$ cat src/rtl/core/i2cm_pkg.sv
package i2cm_pkg;

    // item kinds on the command input
    typedef enum logic [1:0] {
        CMD_READ     = 2'd0,
        CMD_WRITE    = 2'd1,
        CMD_BUS_BYTE = 2'd2
    } t_command;

    // command field of the command/data register, bits 10:8
    typedef enum logic [2:0] {
        BC_SEND         = 3'd0,
        BC_RECV         = 3'd1,
        BC_STOP         = 3'd2,
        BC_RECV_DISCARD = 3'd3,
        BC_START        = 3'd4
    } t_bus_cmd;

    // bus request codes on the result
    typedef enum logic [2:0] {
        OP_NONE       = 3'd0,
        OP_START      = 3'd1,
        OP_STOP_START = 3'd2,
        OP_SEND       = 3'd3,
        OP_RECV       = 3'd4,
        OP_STOP       = 3'd5
    } t_bus_op;

    // register offsets
    localparam logic [6:0] OFF_PARAM   = 7'h04;
    localparam logic [6:0] OFF_CONTROL = 7'h10;
    localparam logic [6:0] OFF_STATUS  = 7'h14;
    localparam logic [6:0] OFF_IRQ_EN  = 7'h18;
    localparam logic [6:0] OFF_CONFIG  = 7'h24;
    localparam logic [6:0] OFF_FIFO_ST = 7'h5C;
    localparam logic [6:0] OFF_CMD     = 7'h60;
    localparam logic [6:0] OFF_RXDATA  = 7'h70;

    localparam logic [31:0] RX_EMPTY_MARK = 32'h0000_4000;
    localparam logic [31:0] CTRL_KEEP     = ~32'h0000_0300;
    localparam int          CTRL_RESET    = 1;
    localparam int          CTRL_FIFO_RST = 9;
    localparam int          ST_STOP       = 9;
    localparam int          ST_NACK       = 10;

    // sequencer states
    typedef enum logic [1:0] {
        ST_IDLE,
        ST_EXEC,
        ST_FILL,
        ST_DONE
    } t_state;

    // controller to datapath
    typedef struct packed {
        logic capture;
        logic exec;
        logic fill_step;
    } t_dp_cmd;

    // datapath to controller
    typedef struct packed {
        logic fill_start;
        logic fill_last;
    } t_dp_stat;

endpackage

$ cat src/rtl/core/i2c_master_command_register_block_top.sv
// Channel  | Handshake            | Signals
// ---------+----------------------+-----------------------------------------------
// item in  | start & !busy        | i_command i_reg_offset i_write_data i_bus_ack
//          |                      | i_rx_byte
// result   | o_valid (one cycle)  | o_read_data o_bus_op o_bus_address
//          |                      | o_bus_direction o_bus_data o_recv_count o_irq
//
// An item runs through capture, execute and result strobe; busy is high until
// the strobe cycle ends. A receive with no transfer active adds a fill state
// pushing 0xFF bytes one by one, up to RX_DEPTH, since the FIFO has one write port.
// Reset is synchronous, active low, and clears the sequencer, the register file
// and the FIFO count; the item latch and result registers are loaded before use.
// The receiver cannot stall: o_valid is high for the strobe cycle only.
module i2c_master_command_register_block_top #(
    parameter int RX_DEPTH = 16
) (
    input  logic        i_clk,
    input  logic        i_rst_n,
    input  logic        start,
    output logic        busy,
    input  logic [1:0]  i_command,
    input  logic [6:0]  i_reg_offset,
    input  logic [31:0] i_write_data,
    input  logic        i_bus_ack,
    input  logic [7:0]  i_rx_byte,
    output logic        o_valid,
    output logic [31:0] o_read_data,
    output logic [2:0]  o_bus_op,
    output logic [6:0]  o_bus_address,
    output logic        o_bus_direction,
    output logic [7:0]  o_bus_data,
    output logic [8:0]  o_recv_count,
    output logic        o_irq
);
    import i2cm_pkg::*;

    t_dp_cmd  dp_cmd;
    t_dp_stat dp_stat;

    // sequencer
    i2cm_ctrl u_ctrl (
        .i_clk   (i_clk),
        .i_rst_n (i_rst_n),
        .i_start (start),
        .i_stat  (dp_stat),
        .o_cmd   (dp_cmd),
        .o_busy  (busy),
        .o_valid (o_valid)
    );

    // registers, FIFO and bus request decode
    i2cm_dp #(
        .RX_DEPTH (RX_DEPTH)
    ) u_dp (
        .i_clk           (i_clk),
        .i_rst_n         (i_rst_n),
        .i_cmd           (dp_cmd),
        .o_stat          (dp_stat),
        .i_command       (i_command),
        .i_reg_offset    (i_reg_offset),
        .i_write_data    (i_write_data),
        .i_bus_ack       (i_bus_ack),
        .i_rx_byte       (i_rx_byte),
        .o_read_data     (o_read_data),
        .o_bus_op        (o_bus_op),
        .o_bus_address   (o_bus_address),
        .o_bus_direction (o_bus_direction),
        .o_bus_data      (o_bus_data),
        .o_recv_count    (o_recv_count),
        .o_irq           (o_irq)
    );

endmodule

$ cat src/rtl/core/i2cm_ctrl.sv
module i2cm_ctrl (
    input  logic             i_clk,
    input  logic             i_rst_n,
    input  logic             i_start,
    input  i2cm_pkg::t_dp_stat i_stat,
    output i2cm_pkg::t_dp_cmd  o_cmd,
    output logic             o_busy,
    output logic             o_valid
);
    import i2cm_pkg::*;

    t_state r_state;
    t_state n_state;

    // state register
    always_ff @(posedge i_clk) begin
        if (!i_rst_n) begin
            r_state <= ST_IDLE;
        end else begin
            r_state <= n_state;
        end
    end

    // next state and datapath commands
    always_comb begin
        n_state         = r_state;
        o_cmd.capture   = 1'b0;
        o_cmd.exec      = 1'b0;
        o_cmd.fill_step = 1'b0;
        o_busy          = 1'b1;
        o_valid         = 1'b0;
        unique case (r_state)
            ST_IDLE: begin
                o_busy = 1'b0;
                if (i_start) begin
                    o_cmd.capture = 1'b1;
                    n_state       = ST_EXEC;
                end
            end
            ST_EXEC: begin
                o_cmd.exec = 1'b1;
                n_state    = i_stat.fill_start ? ST_FILL : ST_DONE;
            end
            ST_FILL: begin
                o_cmd.fill_step = 1'b1;
                if (i_stat.fill_last) begin
                    n_state = ST_DONE;
                end
            end
            ST_DONE: begin
                o_valid = 1'b1;
                n_state = ST_IDLE;
            end
            default: n_state = ST_IDLE;
        endcase
    end

endmodule

$ cat src/rtl/core/i2cm_dp.sv
module i2cm_dp #(
    parameter int RX_DEPTH = 16
) (
    input  logic             i_clk,
    input  logic             i_rst_n,
    input  i2cm_pkg::t_dp_cmd  i_cmd,
    output i2cm_pkg::t_dp_stat o_stat,
    input  logic [1:0]       i_command,
    input  logic [6:0]       i_reg_offset,
    input  logic [31:0]      i_write_data,
    input  logic             i_bus_ack,
    input  logic [7:0]       i_rx_byte,
    output logic [31:0]      o_read_data,
    output logic [2:0]       o_bus_op,
    output logic [6:0]       o_bus_address,
    output logic             o_bus_direction,
    output logic [7:0]       o_bus_data,
    output logic [8:0]       o_recv_count,
    output logic             o_irq
);
    import i2cm_pkg::*;

    localparam int PW        = $clog2(RX_DEPTH);
    localparam int FW        = $clog2(RX_DEPTH + 1);
    localparam int LOG_DEPTH = $clog2(RX_DEPTH + 1) - 1;
    localparam logic [31:0] PARAM_WORD = 32'h4 | (32'(LOG_DEPTH) << 8);

    // latched item
    logic [1:0]  r_command;
    logic [6:0]  r_offset;
    logic [31:0] r_wdata;
    logic        r_ack;
    logic [7:0]  r_rx_byte;

    // block state
    logic [31:0] r_control, n_control;
    logic        r_stop_seen, n_stop_seen;
    logic        r_nack_seen, n_nack_seen;
    logic [31:0] r_irq_en, n_irq_en;
    logic [31:0] r_config, n_config;
    logic        r_active, n_active;
    logic [PW-1:0] r_rd_ptr, n_rd_ptr;
    logic [FW-1:0] r_fill, n_fill;
    logic [8:0]  r_pending, n_pending;
    logic        r_discard, n_discard;
    logic [8:0]  r_fill_cnt, n_fill_cnt;

    // result
    logic [31:0] r_rd, n_rd;
    logic [2:0]  r_op, n_op;
    logic [6:0]  r_addr, n_addr;
    logic        r_dir, n_dir;
    logic [7:0]  r_bdata, n_bdata;
    logic [8:0]  r_rcnt, n_rcnt;
    logic        r_pop_sel, n_pop_sel;

    // receive FIFO storage
    logic [7:0]  mem [RX_DEPTH];
    logic [7:0]  r_mem_q;

    logic          push_en;
    logic [7:0]    push_data;
    logic          pop_en;
    logic [9:0]    tail_sum;
    logic [9:0]    tail_wrap;
    logic [PW-1:0] tail_idx;
    logic          fifo_full;
    logic [8:0]    space;
    logic [8:0]    recv_n;
    logic [8:0]    fill_req;
    logic [2:0]    bus_cmd;
    logic [7:0]    cmd_data;
    logic [31:0]   status;
    logic [8:0]    fill_ext;
    logic          ptr_last;

    assign bus_cmd   = r_wdata[10:8];
    assign cmd_data  = r_wdata[7:0];
    assign fifo_full = (r_fill == FW'(RX_DEPTH));
    assign fill_ext  = 9'(r_fill);
    assign space     = 9'(RX_DEPTH) - fill_ext;
    assign recv_n    = 9'(cmd_data) + 9'd1;
    assign fill_req  = (recv_n < space) ? recv_n : space;
    assign ptr_last  = (r_rd_ptr == PW'(RX_DEPTH - 1));

    // write slot behind the oldest byte, wrapped once
    assign tail_sum  = 10'(r_rd_ptr) + 10'(r_fill);
    assign tail_wrap = (tail_sum >= 10'(RX_DEPTH)) ? tail_sum - 10'(RX_DEPTH) : tail_sum;
    assign tail_idx  = tail_wrap[PW-1:0];

    // composed status word
    always_comb begin
        status      = 32'h1;
        status[1]   = (r_fill != '0);
        status[ST_STOP] = r_stop_seen;
        status[ST_NACK] = r_nack_seen;
        status[24]  = r_active;
        status[25]  = r_active;
    end

    // idle receive starts a fill sweep
    assign o_stat.fill_start = i_cmd.exec && (r_command == CMD_WRITE) && (r_offset == OFF_CMD)
                               && (bus_cmd == BC_RECV) && !r_active && (fill_req != 9'd0);
    assign o_stat.fill_last  = (r_fill_cnt == 9'd1);

    // item latch
    always_ff @(posedge i_clk) begin
        if (i_cmd.capture) begin
            r_command <= i_command;
            r_offset  <= i_reg_offset;
            r_wdata   <= i_write_data;
            r_ack     <= i_bus_ack;
            r_rx_byte <= i_rx_byte;
        end
    end

    // item decode and state update
    always_comb begin
        n_control  = r_control;
        n_stop_seen = r_stop_seen;
        n_nack_seen = r_nack_seen;
        n_irq_en   = r_irq_en;
        n_config   = r_config;
        n_active   = r_active;
        n_rd_ptr   = r_rd_ptr;
        n_fill     = r_fill;
        n_pending  = r_pending;
        n_discard  = r_discard;
        n_fill_cnt = r_fill_cnt;
        n_rd       = r_rd;
        n_op       = r_op;
        n_addr     = r_addr;
        n_dir      = r_dir;
        n_bdata    = r_bdata;
        n_rcnt     = r_rcnt;
        n_pop_sel  = r_pop_sel;
        push_en    = 1'b0;
        push_data  = r_rx_byte;
        pop_en     = 1'b0;

        if (i_cmd.exec) begin
            n_rd      = '0;
            n_op      = OP_NONE;
            n_addr    = '0;
            n_dir     = 1'b0;
            n_bdata   = '0;
            n_rcnt    = '0;
            n_pop_sel = 1'b0;
            unique case (r_command)
                CMD_READ: begin
                    unique case (r_offset)
                        OFF_PARAM:   n_rd = PARAM_WORD;
                        OFF_CONTROL: n_rd = r_control;
                        OFF_STATUS:  n_rd = status;
                        OFF_IRQ_EN:  n_rd = r_irq_en;
                        OFF_CONFIG:  n_rd = r_config;
                        OFF_FIFO_ST: n_rd = {8'd0, fill_ext[7:0], 16'd0};
                        OFF_RXDATA: begin
                            if (r_fill == '0) begin
                                n_rd = RX_EMPTY_MARK;
                            end else begin
                                pop_en    = 1'b1;
                                n_pop_sel = 1'b1;
                                n_rd_ptr  = ptr_last ? '0 : r_rd_ptr + PW'(1);
                                n_fill    = r_fill - FW'(1);
                            end
                        end
                        default: ;
                    endcase
                end
                CMD_WRITE: begin
                    unique case (r_offset)
                        OFF_CONTROL: begin
                            n_control = r_wdata & CTRL_KEEP;
                            if (r_wdata[CTRL_RESET]) begin
                                n_stop_seen = 1'b0;
                                n_nack_seen = 1'b0;
                                n_rd_ptr    = '0;
                                n_fill      = '0;
                                n_active    = 1'b0;
                                n_pending   = '0;
                                n_discard   = 1'b0;
                            end
                            if (r_wdata[CTRL_FIFO_RST]) begin
                                n_rd_ptr = '0;
                                n_fill   = '0;
                            end
                        end
                        OFF_STATUS: begin
                            if (r_wdata[ST_STOP]) n_stop_seen = 1'b0;
                            if (r_wdata[ST_NACK]) n_nack_seen = 1'b0;
                        end
                        OFF_IRQ_EN: n_irq_en = r_wdata;
                        OFF_CONFIG: n_config = r_wdata;
                        OFF_CMD: begin
                            case (bus_cmd)
                                BC_START: begin
                                    n_op      = r_active ? OP_STOP_START : OP_START;
                                    n_addr    = cmd_data[7:1];
                                    n_dir     = cmd_data[0];
                                    n_pending = '0;
                                    n_discard = 1'b0;
                                    if (r_ack) begin
                                        n_active = 1'b1;
                                    end else begin
                                        n_nack_seen = 1'b1;
                                        n_active    = 1'b0;
                                    end
                                end
                                BC_SEND: begin
                                    if (r_active) begin
                                        n_op    = OP_SEND;
                                        n_bdata = cmd_data;
                                        if (!r_ack) n_nack_seen = 1'b1;
                                    end
                                end
                                BC_RECV, BC_RECV_DISCARD: begin
                                    if (r_active) begin
                                        n_op      = OP_RECV;
                                        n_rcnt    = recv_n;
                                        n_pending = recv_n;
                                        n_discard = (bus_cmd == BC_RECV_DISCARD);
                                    end else if (bus_cmd == BC_RECV) begin
                                        n_fill_cnt = fill_req;
                                    end
                                end
                                BC_STOP: begin
                                    if (r_active) begin
                                        n_op     = OP_STOP;
                                        n_active = 1'b0;
                                    end
                                    n_pending   = '0;
                                    n_discard   = 1'b0;
                                    n_stop_seen = 1'b1;
                                end
                                default: ;
                            endcase
                        end
                        default: ;
                    endcase
                end
                CMD_BUS_BYTE: begin
                    // bytes with no pending request are dropped
                    if (r_pending != '0) begin
                        n_pending = r_pending - 9'd1;
                        if (!r_discard && !fifo_full) begin
                            push_en = 1'b1;
                            n_fill  = r_fill + FW'(1);
                        end
                    end
                end
                default: ;
            endcase
        end

        // idle receive: one 0xFF byte a cycle
        if (i_cmd.fill_step) begin
            push_data  = 8'hFF;
            n_fill_cnt = r_fill_cnt - 9'd1;
            if (!fifo_full) begin
                push_en = 1'b1;
                n_fill  = r_fill + FW'(1);
            end
        end
    end

    // control state
    always_ff @(posedge i_clk) begin
        if (!i_rst_n) begin
            r_control   <= '0;
            r_stop_seen <= 1'b0;
            r_nack_seen <= 1'b0;
            r_irq_en    <= '0;
            r_config    <= '0;
            r_active    <= 1'b0;
            r_rd_ptr    <= '0;
            r_fill      <= '0;
            r_pending   <= '0;
            r_discard   <= 1'b0;
            r_fill_cnt  <= '0;
            r_pop_sel   <= 1'b0;
        end else begin
            r_control   <= n_control;
            r_stop_seen <= n_stop_seen;
            r_nack_seen <= n_nack_seen;
            r_irq_en    <= n_irq_en;
            r_config    <= n_config;
            r_active    <= n_active;
            r_rd_ptr    <= n_rd_ptr;
            r_fill      <= n_fill;
            r_pending   <= n_pending;
            r_discard   <= n_discard;
            r_fill_cnt  <= n_fill_cnt;
            r_pop_sel   <= n_pop_sel;
        end
    end

    // result fields
    always_ff @(posedge i_clk) begin
        r_rd    <= n_rd;
        r_op    <= n_op;
        r_addr  <= n_addr;
        r_dir   <= n_dir;
        r_bdata <= n_bdata;
        r_rcnt  <= n_rcnt;
    end

    // FIFO memory: one write port, registered read
    always_ff @(posedge i_clk) begin
        if (push_en) begin
            mem[tail_idx] <= push_data;
        end
        if (pop_en) begin
            r_mem_q <= mem[r_rd_ptr];
        end
    end

    assign o_read_data     = r_pop_sel ? {24'd0, r_mem_q} : r_rd;
    assign o_bus_op        = r_op;
    assign o_bus_address   = r_addr;
    assign o_bus_direction = r_dir;
    assign o_bus_data      = r_bdata;
    assign o_recv_count    = r_rcnt;
    assign o_irq           = ((status & 32'h0000_0603 & r_irq_en) != '0);

endmodule
$ cat config.mk
export PLATFORM = sky130hd
export DESIGN_NAME = i2c_master_command_register_block_top
export DESIGN_NICKNAME = d
export VERILOG_FILES = /design/src/rtl/core/i2cm_pkg.sv /design/src/rtl/core/i2c_master_command_register_block_top.sv /design/src/rtl/core/i2cm_ctrl.sv /design/src/rtl/core/i2cm_dp.sv
export SDC_FILE = /design/constraint.sdc
export NUM_CORES = 1
export LEC_CHECK = 0
export BUFFER_PORTS_ARGS = -buffer_cell sky130_fd_sc_hd__buf_2
export CAP_MARGIN = 25
export CORE_MARGIN = 1.5
export CORE_UTILIZATION = 35
export DETAILED_ROUTE_END_ITERATION = 8
export PLACE_DENSITY = 0.52
export SLEW_MARGIN = 20
export SYNTH_ARGS = -nofsm -noshare
export SYNTH_HDL_FRONTEND = slang
export SYNTH_SLANG_ARGS = --single-unit
$ cat constraint.sdc
create_clock -name i_clk -period 3.7 [get_ports i_clk]
set_input_delay 0.74 -clock i_clk [delete_from_list [all_inputs] [get_ports i_clk]]
set_output_delay 0.74 -clock i_clk [all_outputs]
set_load 0.02 [all_outputs]
==> results of run 1 <==
-- layer usage --
layer,track usage,routed length [µm],vias up
met5,0,0,-
met4,0.0588,971,0
met3,0.0327,2280,57
met2,0.299,20200,317
met1,0.251,19700,5466
li1,-,-,5217
-- path summary, 6_finish.rpt --
path,start,endpoint,slack (ns)
max,u_dp.r_wdata[1]$_DFFE_PP_,u_dp.r_fill_cnt[3]$_SDFFE_PN0P_,0.28
min,i_write_data[30],u_dp.r_wdata[30]$_DFFE_PP_,0.35
max reg2reg,u_dp.r_wdata[1]$_DFFE_PP_,u_dp.r_fill_cnt[3]$_SDFFE_PN0P_,0.28
min reg2reg,u_dp.r_control[0]$_SDFFE_PN0P_,u_dp.r_control[0]$_SDFFE_PN0P_,0.45
-- sequential cells by signal, summed over array words and instances, names as in the netlist, 2 cells and up --
register / count
u_dp.r_rd: 32
u_dp.r_fill_cnt: 9
u_dp.r_rx_byte: 8
u_ctrl.r_state: 2
u_dp.mem: 128
u_dp.r_control: 30
u_dp.o_bus_data: 8
u_dp.r_config: 32
u_dp.r_offset: 7
u_dp.r_command: 2
u_dp.o_bus_op: 3
u_dp.r_pending: 9
u_dp.r_fill: 5
u_dp.r_rd_ptr: 4
u_dp.r_irq_en: 32
u_dp.r_wdata: 32
u_dp.r_mem_q: 8
u_dp.o_recv_count: 9
u_dp.o_bus_address: 7
-- cell usage after synthesis (11+ instances only) --
| library cell | instances | share of area |
|---|---|---|
| a222oi_1 | 23 | 0.014 |
| ha_1 | 24 | 0.019 |
| a21oi_1 | 138 | 0.043 |
| nor2b_1 | 28 | 0.011 |
| mux4_2 | 40 | 0.057 |
| edfxtp_1 | 246 | 0.46 |
| nand2_1 | 242 | 0.057 |
| clkbuf_1 | 74 | 0.017 |
| nand3_1 | 25 | 0.0079 |
| nand4_1 | 13 | 0.0051 |
| and3_1 | 15 | 0.0059 |
| o21ai_0 | 22 | 0.0069 |
| nor2_1 | 83 | 0.020 |
| dfxtp_1 | 128 | 0.16 |
| and2_1 | 15 | 0.0059 |
| nor3_1 | 15 | 0.0047 |
| nor4_1 | 11 | 0.0043 |
| inv_1 | 26 | 0.0061 |
| xnor2_1 | 12 | 0.0066 |
-- area by class of cell --
| class | instances | area [µm²] | share of cell area |
|---|---|---|---|
| clock buffers | 54 | 1110 | 0.0591 |
| well taps | 592 | 741 | 0.0396 |
| multi-input cells | 852 | 5520 | 0.295 |
| clock inverters | 20 | 200 | 0.0107 |
| flip-flops and latches | 374 | 9950 | 0.532 |
| inverters | 27 | 103 | 0.00548 |
| repair buffers | 180 | 1100 | 0.0588 |
-- through the flow --
step / area [µm²] / power, µW / cells / worst slack [ns]
final: 18700 / 11800 / 2099 / 0.280
after global placement: 17400 / 7860 / 2025 / 0.449
after global routing: 18700 / 12300 / 2099 / 0.0661
after detailed placement: 17400 / 7880 / 2025 / 0.362
after CTS: 18700 / 11900 / 2099 / 0.350
after floorplan: 15900 / 6870 / 1341 / 0.173
-- worst reg2reg max path: stages (launching register included) --
cell	delay, ns
edfxtp_1	0.58
ha_1	0.31
nand3_1	0.17
nor2_1	0.23
ha_1	0.28
a211o_1	0.32
a2111oi_0	0.37
a2bb2oi_1	0.16
o211ai_1	0.33
buf_4	0.26
mux2i_1	0.10
a22o_1	0.22
-- power groups by stage --
stage / registers [µW] / clock network [µW] / logic, µW
after floorplan: 5460 / 0 / 1420
after global placement: 5450 / 0 / 2410
after detailed placement: 5450 / 0 / 2430
after CTS: 5370 / 4130 / 2440
after global routing: 5410 / 4250 / 2630
final: 5370 / 4010 / 2420
-- cells in the final DEF (no fill, tap or decap), drive strengths merged, types with 7 or more instances in the layout --
cell / instances
nand2: 242
nand4: 13
and2: 15
a222oi: 23
mux4: 40
clkbuf: 54
and3: 15
buf: 180
a22o: 7
nor4: 11
o21ai: 24
clkinv: 15
a21oi: 138
mux2: 9
nor2: 83
inv: 27
nand3: 25
xor2: 10
edfxtp: 246
nor2b: 28
nor3: 16
or2: 8
xnor2: 12
dfxtp: 128
a31oi: 9
ha: 24
-- logic make-up (layout without fill, tap and decap cells) --
| family | after synthesis | count (layout) | share of synthesized area |
|---|---|---|---|
| mux | 55 | 55 | 0.0670 |
| xor+xnor | 22 | 22 | 0.0121 |
| buf+inv | 115 | 281 | 0.0289 |
| compound gates | 264 | 264 | 0.106 |
| flops | 374 | 374 | 0.626 |
| fa+ha+maj | 25 | 25 | 0.0201 |
| simple gates | 486 | 486 | 0.141 |
==> flow_summary.json, run 1 <==
{
  "run_status": "finished clean",
  "synth-edff-count": 246,
  "ys_seq_elements": 374,
  "cell_type_group_with_the_largest_total_delay_on_the_critical_path": "compound AO/OA/AOI/OAI gates",
  "vias": 11100,
  "final_util": 0.421,
  "root_buf_cell": "clkbuf_16",
  "cellInternalPower_uw": 8190,
  "wire_per_inst_um": 20.6,
  "final.period_utilization": 0.924,
  "hold_class": "input pin to register",
  "grt_pass1_wl_um": 66300,
  "tritoncts": "done",
  "hold_depth": 1,
  "criticalPathCategory": "register to register",
  "antennaDiodeCount": 0,
  "antenna_violations_before_repair": 0,
  "wp_buf_inv": 1,
  "rsz0062_at_grt": "false",
  "yosys_warnings": 0,
  "overall_track_demand_over_capacity_in_global_routing": 0.185,
  "syn-instance-count": 1341,
  "final.fill_count": 4217,
  "clk_transition_reported_paths_ns": 0.06,
  "avgSynthCellArea_um2": 11.9,
  "first_pass_iters": 7,
  "design.die.area_mm2": 0.0467,
  "avgViaCountPerCell": 5.27,
  "io_buffers": 115,
  "synth_area_mm2": 0.0159,
  "finalSetupTns_ns": 0,
  "cpMostUsedCell": "ha_1",
  "max_cap_viol_count": 0,
  "grt_pass1_vias": 10900,
  "ioPinCount": 116,
  "dpl.hpwl_um": 28300,
  "share_seq_of_total_power": 0.455,
  "timing.hold.ws_ns": 0.351,
  "grt-ovfl-total": 0,
  "cp.depth": 11,
  "ant_nets": 0,
  "clock_net_sink_count": 374,
  "std_cell_rows": 77,
  "synthesis.nets": 1419,
  "remaining_drc_errors": 0,
  "timing_hold_violations_final": 0,
  "ys_async_sr_fraction": 0,
  "drt_wl_total_um": 43200,
  "floorplan.initialDensity": 0.357,
  "setup_crit_start_kind": "register",
  "post_cts.repair.setup_buffers": 0,
  "netSwitchingFraction": 0.306,
  "flow.area_growth_from_synthesis_pct": 17.7,
  "power.density_mw_per_mm2": 630,
  "drt_iter0_drc": 894,
  "static_leak_uw": 0.00634,
  "worst_reg_to_reg_path_cell_count": 11,
  "cts_buffers": 41,
  "post_cts.resized_instances": 0,
  "slew_headroom": 0.424,
  "finish.net_count": 1554,
  "top_achievable_clock_speed_mhz": 292,
  "crit_fanout": 9,
  "cts_max_level": 2,
  "die_height_um": 216,
  "clk_pwr_share": 0.340,
  "synth_seq_area_share": 0.626,
  "switching_power_uw": 3610,
  "ctsHoldBuffers": 0,
  "post_synthesis_cell_type_count": 73,
  "critPathRequiredTime_ns": 4.16,
  "die_w_um": 216,
  "clock_tree.buffer_depth": 3,
  "period_needed_ns": 3.42,
  "cp_slowest_cell": "edfxtp_1",
  "grt_max_degree": 73,
  "cell_breakdown_of_the_critical_path": "ha_1, nand3_1, nor2_1, ha_1, a211o_1, a2111oi_0, a2bb2oi_1, o211ai_1, buf_4, mux2i_1, a22o_1",
  "post_route_cells_drive_above_1_share": 0.204,
  "clk_latency_ns": 0.57,
  "vdd_drop_max_v": 0.000364,
  "core_region_area_mm2": 0.0445,
  "worst_ep_arrival_time_ns": 3.88,
  "comb_power_share": 0.205,
  "worst-slew-pin-transition_ns": 0.864,
  "endpoint_kind": "register",
  "gp_congestion": 0.850,
  "maxSlewViolCount": 0,
  "finalSetupViolCount": 0,
  "synthFlopType": "edfxtp_1",
  "skew_ns": 0.0265,
  "worst_path_largest_cell_delay_ns": 0.58
}
Power figures use the tool's default switching activity.
==> run 2: changes to the inputs <==
Settings changed: MAX_ROUTING_LAYER set to met4.
==> flow_summary.json, run 2 (synthesis results as in run 1) <==
{
  "run_status": "finished clean",
  "design.die.area_mm2": 0.0467,
  "drt_iter0_drc": 927,
  "vias": 11000,
  "critPathRequiredTime_ns": 4.16,
  "timing_hold_violations_final": 0,
  "preCtsSetupSlack_ns": 0.362,
  "clock_tree.buffer_depth": 3,
  "crit_fanout": 9,
  "vdd_drop_max_v": 0.000364,
  "clock_net_sink_count": 374,
  "timing.final.ws_setup_ns": 0.304,
  "antennaDiodeCount": 0,
  "final_area_mm2": 0.0187,
  "grt_pass1_wl_um": 66200,
  "timing.hold.worst.start": "i_write_data[30]",
  "grt_max_degree": 73,
  "hold_depth": 1,
  "slack_of_the_worst_reg_to_reg_path_ns": 0.30,
  "die_w_um": 216,
  "ctsHoldBuffers": 0,
  "maxSlewViolCount": 0,
  "static_leak_uw": 0.00634,
  "worst-slew-pin-transition_ns": 0.890,
  "root_buf_cell": "clkbuf_16",
  "cts_buffers": 41,
  "floorplan.initialDensity": 0.357,
  "ioPinCount": 116,
  "final.period_utilization": 0.918,
  "largest_register_ff_count": 128,
  "detailed_place.area_mm2": 0.0174,
  "cts_max_level": 2,
  "grt-ovfl-total": 0,
  "post_route_cells_drive_above_1_share": 0.204,
  "finish.net_count": 1554,
  "antenna_violations_before_repair": 0,
  "grt_pass1_vias": 10900,
  "period_needed_ns": 3.40,
  "wire_per_inst_um": 20.5,
  "power.density_mw_per_mm2": 630,
  "slew_headroom": 0.406,
  "std_cell_rows": 77,
  "hold_class": "input pin to register",
  "timing.hold.ws_ns": 0.348,
  "ant_nets": 0,
  "endpoint_kind": "register",
  "top_achievable_clock_speed_mhz": 295,
  "drt_wl_total_um": 43100,
  "critical_register_to_register_path_startpoint": "u_dp.r_wdata[1]$_DFFE_PP_",
  "avgViaCountPerCell": 5.24,
  "clk_latency_ns": 0.57,
  "layout.cells.most_common_list": "edfxtp_1, nand2_1, a21oi_1",
  "criticalPathCategory": "register to register",
  "tritoncts": "done",
  "worst_ep_arrival_time_ns": 3.86,
  "clk_transition_reported_paths_ns": 0.06,
  "hold_end": "u_dp.r_wdata[30]$_DFFE_PP_",
  "post_cts.resized_instances": 0,
  "worst_reg_to_reg_path_cell_count": 11,
  "overall_track_demand_over_capacity_in_global_routing": 0.190,
  "core_region_area_mm2": 0.0445,
  "first_pass_iters": 5,
  "rsz0062_at_grt": "false",
  "remaining_drc_errors": 0,
  "reg_with_most_ffs": "u_dp.mem",
  "gp_congestion": 0.864,
  "max_cap_viol_count": 0,
  "die_height_um": 216,
  "finalSetupTns_ns": 0,
  "io_buffers": 115,
  "flow.area_growth_from_synthesis_pct": 17.7,
  "finalSetupViolCount": 0,
  "skew_ns": 0.0279,
  "post_cts.repair.setup_buffers": 0,
  "setup_crit_start_kind": "register",
  "r2r_end": "u_dp.r_fill_cnt[3]$_SDFFE_PN0P_",
  "mostFrequentLayoutCell": "edfxtp_1",
  "final_util": 0.421,
  "dpl.hpwl_um": 28300
}
[run 2: cell counts in the layout (fill, tap and decap cells not counted)]
Identical to the previous run, type by type.
[run 2: critical path: stages (launching register included)]
cell and delay (ns):
edfxtp_1 0.56, ha_1 0.30, nand3_1 0.16, nor2_1 0.23, ha_1 0.28, a211o_1 0.31, a2111oi_0 0.37, a2bb2oi_1 0.16
o211ai_1 0.33, buf_4 0.25, mux2i_1 0.09, a22o_1 0.22
[run 2: where the power goes]
| part | switching [µW] | internal, µW | leakage (µW) |
|---|---|---|---|
| registers | 249 | 5120 | 0.00331 |
| clock network | 1680 | 2330 | 0.000632 |
| logic | 1670 | 741 | 0.00240 |
[run 2: worst max path at each step]
stage	startpoint	endpoint	slack, ns
after CTS	u_dp.r_wdata[1]$_DFFE_PP_	u_dp.r_fill_cnt[1]$_SDFFE_PN0P_	0.35
after global placement	u_dp.r_wdata[1]$_DFFE_PP_	u_dp.r_fill_cnt[3]$_SDFFE_PN0P_	0.45
after floorplan	u_ctrl.r_state[1]$_SDFFE_PN0P_	u_dp.r_irq_en[9]$_SDFFE_PN0P_	0.17
after global routing	u_dp.r_fill[0]$_SDFF_PN0_	u_dp.r_fill_cnt[3]$_SDFFE_PN0P_	0.07
final	u_dp.r_wdata[1]$_DFFE_PP_	u_dp.r_fill_cnt[3]$_SDFFE_PN0P_	0.30
after detailed placement	u_dp.r_wdata[1]$_DFFE_PP_	u_dp.r_fill_cnt[3]$_SDFFE_PN0P_	0.36
[run 2: final cells by class]
cell class                 instances  area (µm²)
clock buffer                      54        1110
sequential                       374        9950
clock inverter                    20         200
timing repair buffer             180        1100
tap                              592         741
fill                            4217       25800
inverter                          27         103
multi-input combinational        852        5520
[run 2: routing by layer]
metal | track usage | share of wire | wire length, µm | vias to the layer above
met5 | - | 0 | 0 | -
met4 | 0.0588 | 0.023 | 1010 | 0
met3 | 0.0321 | 0.054 | 2330 | 65
met2 | 0.301 | 0.47 | 20300 | 341
met1 | 0.250 | 0.45 | 19500 | 5385
li1 | - | - | - | 5211
[run 2: through the flow]
step | power, µW | cells
after floorplan | 6870 | 1341
after global placement | 7860 | 2025
after detailed placement | 7880 | 2025
after CTS | 11900 | 2099
after global routing | 12300 | 2099
final | 11800 | 2099
